### src/rtl/mbt_pkg.sv
// shared constants, codes and types of the multiset bag table
package mbt_pkg;

    localparam int CAPACITY   = 64;
    localparam int ITEM_WIDTH = 32;
    localparam int ADDR_W     = (CAPACITY > 1) ? $clog2(CAPACITY) : 1;
    localparam int CNT_W      = $clog2(CAPACITY + 1);
    localparam int VALUE_W    = 32;
    localparam int CMD_W      = 2;
    localparam int OUT_W      = 7;
    localparam int STATUS_W   = 2;
    localparam int IN_DATA_W  = 40;
    localparam int OUT_DATA_W = 16;

    localparam logic [CMD_W-1:0] CMD_INSERT = 2'd0;
    localparam logic [CMD_W-1:0] CMD_REMOVE = 2'd1;
    localparam logic [CMD_W-1:0] CMD_COUNT  = 2'd2;

    localparam logic [STATUS_W-1:0] ST_DONE    = 2'd0;
    localparam logic [STATUS_W-1:0] ST_FULL    = 2'd1;
    localparam logic [STATUS_W-1:0] ST_NOMATCH = 2'd2;

    typedef enum logic [2:0] {
        S_IDLE,
        S_SCAN,
        S_MOVE_RD,
        S_MOVE_WR,
        S_REPLY
    } state_t;

    typedef struct packed {
        logic                  we;
        logic [ADDR_W-1:0]     waddr;
        logic [ITEM_WIDTH-1:0] wdata;
        logic [ADDR_W-1:0]     raddr;
    } mem_req_t;

    typedef struct packed {
        logic              clear;
        logic              check;
        logic [ADDR_W-1:0] idx;
    } match_ctl_t;

    typedef struct packed {
        logic [STATUS_W-1:0] status;
        logic [OUT_W-1:0]    fill_count;
        logic [OUT_W-1:0]    occurrences;
    } result_t;

endpackage

### src/rtl/mbt_store.sv
// entry memory: one write port, one registered read port
module mbt_store
    import mbt_pkg::*;
(
    input  logic                  clk,
    input  mem_req_t              req,
    output logic [ITEM_WIDTH-1:0] rdata
);

    logic [ITEM_WIDTH-1:0] mem [CAPACITY];
    logic [ITEM_WIDTH-1:0] rdata_reg;

    always_ff @(posedge clk)
    begin
        if (req.we)
        begin
            mem[req.waddr] <= req.wdata;
        end
        rdata_reg <= mem[req.raddr];
    end

    assign rdata = rdata_reg;

endmodule

### src/rtl/mbt_match.sv
// shared compare unit: counts matches and keeps the first matching index
module mbt_match
    import mbt_pkg::*;
(
    input  logic                  clk,
    input  logic                  rst_n,
    input  match_ctl_t            ctl,
    input  logic [ITEM_WIDTH-1:0] rdata,
    input  logic [ITEM_WIDTH-1:0] key,
    output logic [CNT_W-1:0]      count,
    output logic                  found,
    output logic [ADDR_W-1:0]     first_idx
);

    logic [CNT_W-1:0]  count_reg, count_next;
    logic              found_reg, found_next;
    logic [ADDR_W-1:0] first_reg, first_next;
    logic              hit;

    assign hit = ctl.check && (rdata == key);

    always_comb
    begin
        count_next = count_reg;
        found_next = found_reg;
        first_next = first_reg;
        if (ctl.clear)
        begin
            count_next = '0;
            found_next = 1'b0;
        end
        else if (hit)
        begin
            count_next = count_reg + 1'b1;
            found_next = 1'b1;
            if (!found_reg)
            begin
                first_next = ctl.idx;
            end
        end
    end

    always_ff @(posedge clk or negedge rst_n)
    begin
        if (!rst_n)
        begin
            count_reg <= '0;
            found_reg <= 1'b0;
        end
        else
        begin
            count_reg <= count_next;
            found_reg <= found_next;
        end
    end

    always_ff @(posedge clk)
    begin
        first_reg <= first_next;
    end

    assign count     = count_reg;
    assign found     = found_reg;
    assign first_idx = first_reg;

endmodule

### src/rtl/mbt_ctrl.sv
// sequencer: scans held entries, appends on insert, moves the last entry on remove, builds the result
module mbt_ctrl
    import mbt_pkg::*;
(
    input  logic                  clk,
    input  logic                  rst_n,
    input  logic                  in_valid,
    output logic                  in_ready,
    input  logic [CMD_W-1:0]      in_cmd,
    input  logic [VALUE_W-1:0]    in_value,
    input  logic                  out_free,
    output logic                  res_load,
    output result_t               res,
    output mem_req_t              mem_req,
    input  logic [ITEM_WIDTH-1:0] mem_rdata,
    output match_ctl_t            match_ctl,
    output logic [ITEM_WIDTH-1:0] key,
    input  logic [CNT_W-1:0]      match_count,
    input  logic                  match_found,
    input  logic [ADDR_W-1:0]     match_first
);

    state_t                state_reg, state_next;
    logic [CMD_W-1:0]      cmd_reg;
    logic [ITEM_WIDTH-1:0] key_reg;
    logic [CNT_W-1:0]      idx_reg, idx_next;
    logic [CNT_W-1:0]      held_reg, held_next;
    logic                  check_reg, check_next;
    logic [ADDR_W-1:0]     pidx_reg, pidx_next;
    logic [CNT_W-1:0]      last_w;
    logic [CNT_W-1:0]      occ_w;
    logic                  room;

    assign last_w = held_reg - 1'b1;
    assign room   = held_reg < CNT_W'(CAPACITY);
    assign key    = key_reg;

    always_comb
    begin
        state_next      = state_reg;
        idx_next        = idx_reg;
        held_next       = held_reg;
        check_next      = 1'b0;
        pidx_next       = pidx_reg;
        in_ready        = 1'b0;
        res_load        = 1'b0;
        occ_w           = match_count;
        res.status      = ST_DONE;
        mem_req.we      = 1'b0;
        mem_req.waddr   = held_reg[ADDR_W-1:0];
        mem_req.wdata   = key_reg;
        mem_req.raddr   = idx_reg[ADDR_W-1:0];
        match_ctl.clear = 1'b0;
        match_ctl.check = check_reg;
        match_ctl.idx   = pidx_reg;
        case (state_reg)
            S_IDLE:
            begin
                in_ready = 1'b1;
                if (in_valid)
                begin
                    match_ctl.clear = 1'b1;
                    idx_next        = '0;
                    state_next      = S_SCAN;
                end
            end
            S_SCAN:
            begin
                if (idx_reg < held_reg)
                begin
                    check_next = 1'b1;
                    pidx_next  = idx_reg[ADDR_W-1:0];
                    idx_next   = idx_reg + 1'b1;
                end
                else if (!check_reg)
                begin
                    if (cmd_reg == CMD_REMOVE && match_found)
                    begin
                        state_next = S_MOVE_RD;
                    end
                    else
                    begin
                        state_next = S_REPLY;
                    end
                end
            end
            S_MOVE_RD:
            begin
                mem_req.raddr = last_w[ADDR_W-1:0];
                state_next    = S_MOVE_WR;
            end
            S_MOVE_WR:
            begin
                mem_req.we    = 1'b1;
                mem_req.waddr = match_first;
                mem_req.wdata = mem_rdata;
                held_next     = last_w;
                state_next    = S_REPLY;
            end
            S_REPLY:
            begin
                case (cmd_reg)
                    CMD_INSERT:
                    begin
                        if (room)
                        begin
                            occ_w = match_count + 1'b1;
                        end
                        else
                        begin
                            res.status = ST_FULL;
                        end
                    end
                    CMD_REMOVE:
                    begin
                        if (match_found)
                        begin
                            occ_w = match_count - 1'b1;
                        end
                        else
                        begin
                            res.status = ST_NOMATCH;
                        end
                    end
                    default:
                    begin
                        occ_w = match_count;
                    end
                endcase
                if (out_free)
                begin
                    res_load = 1'b1;
                    if (cmd_reg == CMD_INSERT && room)
                    begin
                        mem_req.we = 1'b1;
                        held_next  = held_reg + 1'b1;
                    end
                    state_next = S_IDLE;
                end
            end
            default:
            begin
                state_next = S_IDLE;
            end
        endcase
        res.occurrences = OUT_W'(occ_w);
        res.fill_count  = OUT_W'(held_next);
    end

    always_ff @(posedge clk or negedge rst_n)
    begin
        if (!rst_n)
        begin
            state_reg <= S_IDLE;
            idx_reg   <= '0;
            held_reg  <= '0;
            check_reg <= 1'b0;
        end
        else
        begin
            state_reg <= state_next;
            idx_reg   <= idx_next;
            held_reg  <= held_next;
            check_reg <= check_next;
        end
    end

    always_ff @(posedge clk)
    begin
        pidx_reg <= pidx_next;
        if (state_reg == S_IDLE && in_valid)
        begin
            cmd_reg <= in_cmd;
            key_reg <= in_value[ITEM_WIDTH-1:0];
        end
    end

    // fill count never passes the capacity
    assert property (@(posedge clk) disable iff (!rst_n)
        held_reg <= CNT_W'(CAPACITY))
        else $error("fill count above capacity");

    // the scan pointer never runs past the held entries
    assert property (@(posedge clk) disable iff (!rst_n)
        state_reg == S_SCAN |-> idx_reg <= held_reg)
        else $error("scan index past fill count");

    // held count only changes on a remove move or an insert reply
    assert property (@(posedge clk) disable iff (!rst_n)
        held_reg != $past(held_reg) |->
            ($past(state_reg) == S_MOVE_WR || $past(state_reg) == S_REPLY))
        else $error("fill count changed outside an update");

    // a remove move shrinks the table by exactly one
    assert property (@(posedge clk) disable iff (!rst_n)
        state_reg == S_MOVE_WR |=> held_reg == CNT_W'($past(held_reg) - 1'b1))
        else $error("remove did not shrink fill count by one");

    // matches counted never exceed the entries scanned
    assert property (@(posedge clk) disable iff (!rst_n)
        state_reg == S_REPLY && cmd_reg != CMD_REMOVE |-> match_count <= held_reg)
        else $error("match count above fill count");

endmodule

### src/rtl/multiset_bag_table_top.sv
// top level of the multiset bag table with stream ports
//
// usage: a fixed-capacity bag of CAPACITY values kept unordered with a fill count.
// input channel s_axis carries one command item: insert, remove one copy, or count
// (the unused command code behaves as count). output channel m_axis returns one
// result item per command: occurrences of the value after the operation, the fill
// count after the operation, and a status (done, insert dropped because full,
// remove found no match).
// each command visits the held entries one per cycle through the single memory read
// port and the shared compare unit; a remove that hits then moves the last entry
// into its slot. the result item shows in the same cycle as the sequencer is ready
// again.
// s_axis_tready is high only while the sequencer is idle, so one item is worked
// on at a time.
// results sit in an output register; a stalled receiver holds m_axis steady and
// the next command is still taken, finishing once the register is free.
// reset clears the fill count and control state; the entry memory is not
// cleared, since only entries below the fill count are ever read.
module multiset_bag_table_top
    import mbt_pkg::*;
(
    input  logic                  clk,
    input  logic                  rst_n,
    input  logic                  s_axis_tvalid,
    output logic                  s_axis_tready,
    input  logic [IN_DATA_W-1:0]  s_axis_tdata,   // command[1:0], value[33:2], zero pad
    output logic                  m_axis_tvalid,
    input  logic                  m_axis_tready,
    output logic [OUT_DATA_W-1:0] m_axis_tdata    // occurrences[6:0], fill_count[13:7],
                                                  // status[15:14]
);

    mem_req_t              mem_req;
    logic [ITEM_WIDTH-1:0] mem_rdata;
    match_ctl_t            match_ctl;
    logic [ITEM_WIDTH-1:0] key;
    logic [CNT_W-1:0]      match_count;
    logic                  match_found;
    logic [ADDR_W-1:0]     match_first;
    logic                  out_free;
    logic                  res_load;
    result_t               res;

    logic                  m_valid_reg, m_valid_next;
    result_t               m_data_reg;

    // output register is free when empty or being taken this cycle
    assign out_free = !m_valid_reg || m_axis_tready;

    mbt_store u_store (
        .clk   (clk),
        .req   (mem_req),
        .rdata (mem_rdata)
    );

    mbt_match u_match (
        .clk       (clk),
        .rst_n     (rst_n),
        .ctl       (match_ctl),
        .rdata     (mem_rdata),
        .key       (key),
        .count     (match_count),
        .found     (match_found),
        .first_idx (match_first)
    );

    mbt_ctrl u_ctrl (
        .clk         (clk),
        .rst_n       (rst_n),
        .in_valid    (s_axis_tvalid),
        .in_ready    (s_axis_tready),
        .in_cmd      (s_axis_tdata[CMD_W-1:0]),
        .in_value    (s_axis_tdata[CMD_W+VALUE_W-1:CMD_W]),
        .out_free    (out_free),
        .res_load    (res_load),
        .res         (res),
        .mem_req     (mem_req),
        .mem_rdata   (mem_rdata),
        .match_ctl   (match_ctl),
        .key         (key),
        .match_count (match_count),
        .match_found (match_found),
        .match_first (match_first)
    );

    // output valid: set on load, dropped once the receiver takes the item
    always_comb
    begin
        m_valid_next = m_valid_reg;
        if (res_load)
        begin
            m_valid_next = 1'b1;
        end
        else if (m_axis_tready)
        begin
            m_valid_next = 1'b0;
        end
    end

    always_ff @(posedge clk or negedge rst_n)
    begin
        if (!rst_n)
        begin
            m_valid_reg <= 1'b0;
        end
        else
        begin
            m_valid_reg <= m_valid_next;
        end
    end

    always_ff @(posedge clk)
    begin
        if (res_load)
        begin
            m_data_reg <= res;
        end
    end

    assign m_axis_tvalid = m_valid_reg;
    assign m_axis_tdata  = {m_data_reg.status, m_data_reg.fill_count, m_data_reg.occurrences};

endmodule
### config.mk
export PLATFORM = sky130hd
export DESIGN_NAME = multiset_bag_table_top
export DESIGN_NICKNAME = d
export VERILOG_FILES = /design/src/rtl/mbt_pkg.sv /design/src/rtl/mbt_store.sv /design/src/rtl/mbt_match.sv /design/src/rtl/mbt_ctrl.sv /design/src/rtl/multiset_bag_table_top.sv
export SDC_FILE = /design/constraint.sdc
export NUM_CORES = 2
export LEC_CHECK = 0
export ABC_CLOCK_PERIOD_IN_PS = 5100
export BUFFER_PORTS_ARGS = -buffer_cell sky130_fd_sc_hd__buf_2
export CAP_MARGIN = 5
export CORE_MARGIN = 2
export CORE_UTILIZATION = 30
export CTS_CLUSTER_SIZE = 30
export DETAILED_ROUTE_END_ITERATION = 8
export GPL_ROUTABILITY_DRIVEN = 1
export RECOVER_POWER = 100
export REMOVE_ABC_BUFFERS = 1
export SYNTH_ARGS = -nofsm -noshare
export SYNTH_HDL_FRONTEND = slang
export SYNTH_SLANG_ARGS = --single-unit
### constraint.sdc
create_clock -name clk -period 5.1 [get_ports clk]
set_input_delay 1.02 -clock clk [delete_from_list [all_inputs] [get_ports clk]]
set_output_delay 1.02 -clock clk [all_outputs]
set_load 0.01 [all_outputs]
==> reports/results.ini <==
[clock_tree]
cts_root_buf = clkbuf_16
post_cts_buffers = 0
postCtsHoldBufs = 0
clk_latency_ns = 0.85
path_clk_slew_ns = 0.06
cts_tree = built
cts_num_sinks = 2169
cts_buffers = 199
cts_buffer_depth = 3
h-tree-depth = 4
cts_resized = 0

[detailed_routing]
viasPerCell = 5.186
drtIter0Drc = 4847
drc = 0
wl_met3_um = 18520
wl_met2_um = 102100
drtPass1Iterations = 6
top_layer_used = met4
num_vias = 40085
wl_met1_um = 87000
wl_um = 213200
ant_nets = 0
wl_per_cell_um = 27.59

[setup_path]
worst-path-max-fanout = 12
crit_arrival_ns = 5.53
cp.required_ns = 5.88
cp-end-kind = flop
crit-reg2reg-launch = u_ctrl.held_reg[1]
crit_family = simple AND/OR/NAND/NOR gates
critPathKind = reg2reg
critPathBufInv = 2
critical_path.cell_chain = inv_1 > ha_1 > nor3b_1 > xnor2_1 > a211oi_2 > o21ai_2 > clkbuf_2 > o22ai_1 > or4_1 > nor2_1
critical-path-max-stage-delay_ns = 1.12
crit_path_start_kind = flop
crit_start = u_ctrl.held_reg[1]
crit_slowest_cell = o21ai_2

[power_and_ir_drop]
leakage_uw = 0.02897
ir_drop_v = 0.0004167
power_density_nw_per_um2 = 480.7
power_uw = 45380

[yosys]
ys_types = 63
async_flop_share = 0.01245
ys_seq_area_frac = 0.7830
syn_avg_cell_area_um2 = 22.18
synth_area_um2 = 82600
synthCells = 3724
synth_top_flop_cell = edfxtp_1
ys.warnings.count = 0
synth-edff-count = 2110
ys_ff_latch = 2169

[global_route]
grt_first_pass_wirelength_um = 299000
gr-total-overflow = 0
grt_max_degree = 90
track_usage = 0.1496
antenna_found_initial = 10
grt_pass1_vias = 39411

[timing]
drv_slew = 506
skew_ns = 0.04750
tightest_slew_ns = 2.698
period_share = 0.9324
hold_violations = 0
grt_setup_unrepaired = false
fmax_ghz = 0.2103
period_needed_ns = 4.755
setup_viol = 0
slew_headroom = -0.7984

[floorplanning]
rows = 192
start_util = 0.3016
die_w_um = 528.7
pin_count = 62
fp.dieArea_um2 = 279600
die_h_um = 528.7
core_um2 = 273900

[hold_path]
min_path_type = in2reg
hp-start = s_axis_tdata[25]

[status]
outcome = finished, violations left
violations = max-capacitance violations, max-slew violations

[final_layout]
syn_to_final_growth_pct = 14.29
fin_nets = 4024
finalNonFillerCells = 7730
final_layout_size_suffix_gt1_frac = 0.2546
largest_reg_flops = 2048
fill_cells = 25264

[flow_run]
maxCapViolCount = 23

[placement]
post-place-cells = 7351
place_congestion = 0.8692
port_buffers = 55
hpwl_um = 121400

layout make-up:
cell class,instances,area [um2],share of cell area
clock buffers,253,5224,0.05534
multi-input cells,1353,17070,0.1809
inverters,12,45.04,0.0004771
flip-flops and latches,2169,64680,0.6851
diodes,5,12.51,0.0001325
well taps,3589,4491,0.04757
repair buffers,234,1762,0.01866
clock inverters,115,1119,0.01185
Yosys cell counts (15+ instances only):
cell      instances  area, um2
mux4_1           16      420.4
buf_4            16      120.1
buf_2            59      295.3
clkbuf_1         69      259.0
nand2_1         148      555.5
mux4_2          496      11170
xor2_1           34      297.8
nor2_1          130      488.0
or4_1            68      510.5
nand3_1          15      75.07
dfxtp_1          32      640.6
o22ai_1         260       1627
buf_6            19      214.0
edfxtp_1       2110      63360
o21ai_0          15      75.07
buf_12           23      460.4
dfrtp_1          27      675.7
xnor2_1          16      140.1
final timing paths:
check                                  endpoint  slack [ns]  cells after the start
setup / recovery              u_store.rdata[18]        0.34                     10
min in group asynchronous      u_match.count[3]        0.66                      1
hold reg to reg            u_match.first_idx[2]        0.43                      0
max in group asynchronous     u_ctrl.idx_reg[2]        3.40                      1
setup reg to reg              u_store.rdata[18]        0.34                     10
hold / removal                   u_ctrl.key[23]        0.35                      1
routing by layer:
| metal | vias to the layer above | GRT usage |
|---|---|---|
| met3 | 284 | 0.02696 |
| li1 | 16308 | - |
| met2 | 1752 | 0.2422 |
| met1 | 21741 | 0.2070 |
| met4 | 0 | 0.04038 |
| met5 | - | 0 |
layout by cell type, fill, tap and decap left out, types with 63 or more instances in the layout:
master and n:
nor2_1 72, buf_4 63, clkbuf_16 200, or4_1 68, clkbuf_1 95, clkbuf_2 65, nand2_1 136, edfxtp_1 2110
o22ai_1 260, mux4_2 496
cells by family (layout without fill, tap and decap cells):
logic type,after synthesis,after routing,share of synthesized area
fa+ha+maj,11,11,0.001666
xor+xnor,50,50,0.005302
flops,2169,2169,0.7830
buf+inv,202,614,0.01710
mux,516,516,0.1408
other cells,0,5,0
simple gates,435,435,0.02566
compound gates,341,341,0.02645
power by group:
group	switching (uW)	leakage, uW	internal [uW]	total, uW
sequential	257	0.0196	19700	20000
combinational	6020	0.00631	4790	10800
clock	6470	0.00308	8130	14600
stage by stage:
step | worst slack (ns) | hold WS, ns | setup TNS (ns) | cell area, um2 | utilization
2_1_floorplan | -24.75 | 0.4003 | -767.30 | 81230 | -
3_3_place_gp | 0.7614 | 0.4048 | 0 | 88340 | 0.3226
3_5_place_dp | 0.7208 | 0.4079 | 0 | 88340 | 0.3226
4_1_cts | 0.9463 | 0.1972 | 0 | 94680 | 0.3457
5_1_grt | 0.2897 | 0.3026 | 0 | 94390 | 0.3447
6_report | 0.3446 | 0.3463 | 0 | 94400 | 0.3447
(Power assumes the default switching activity.)
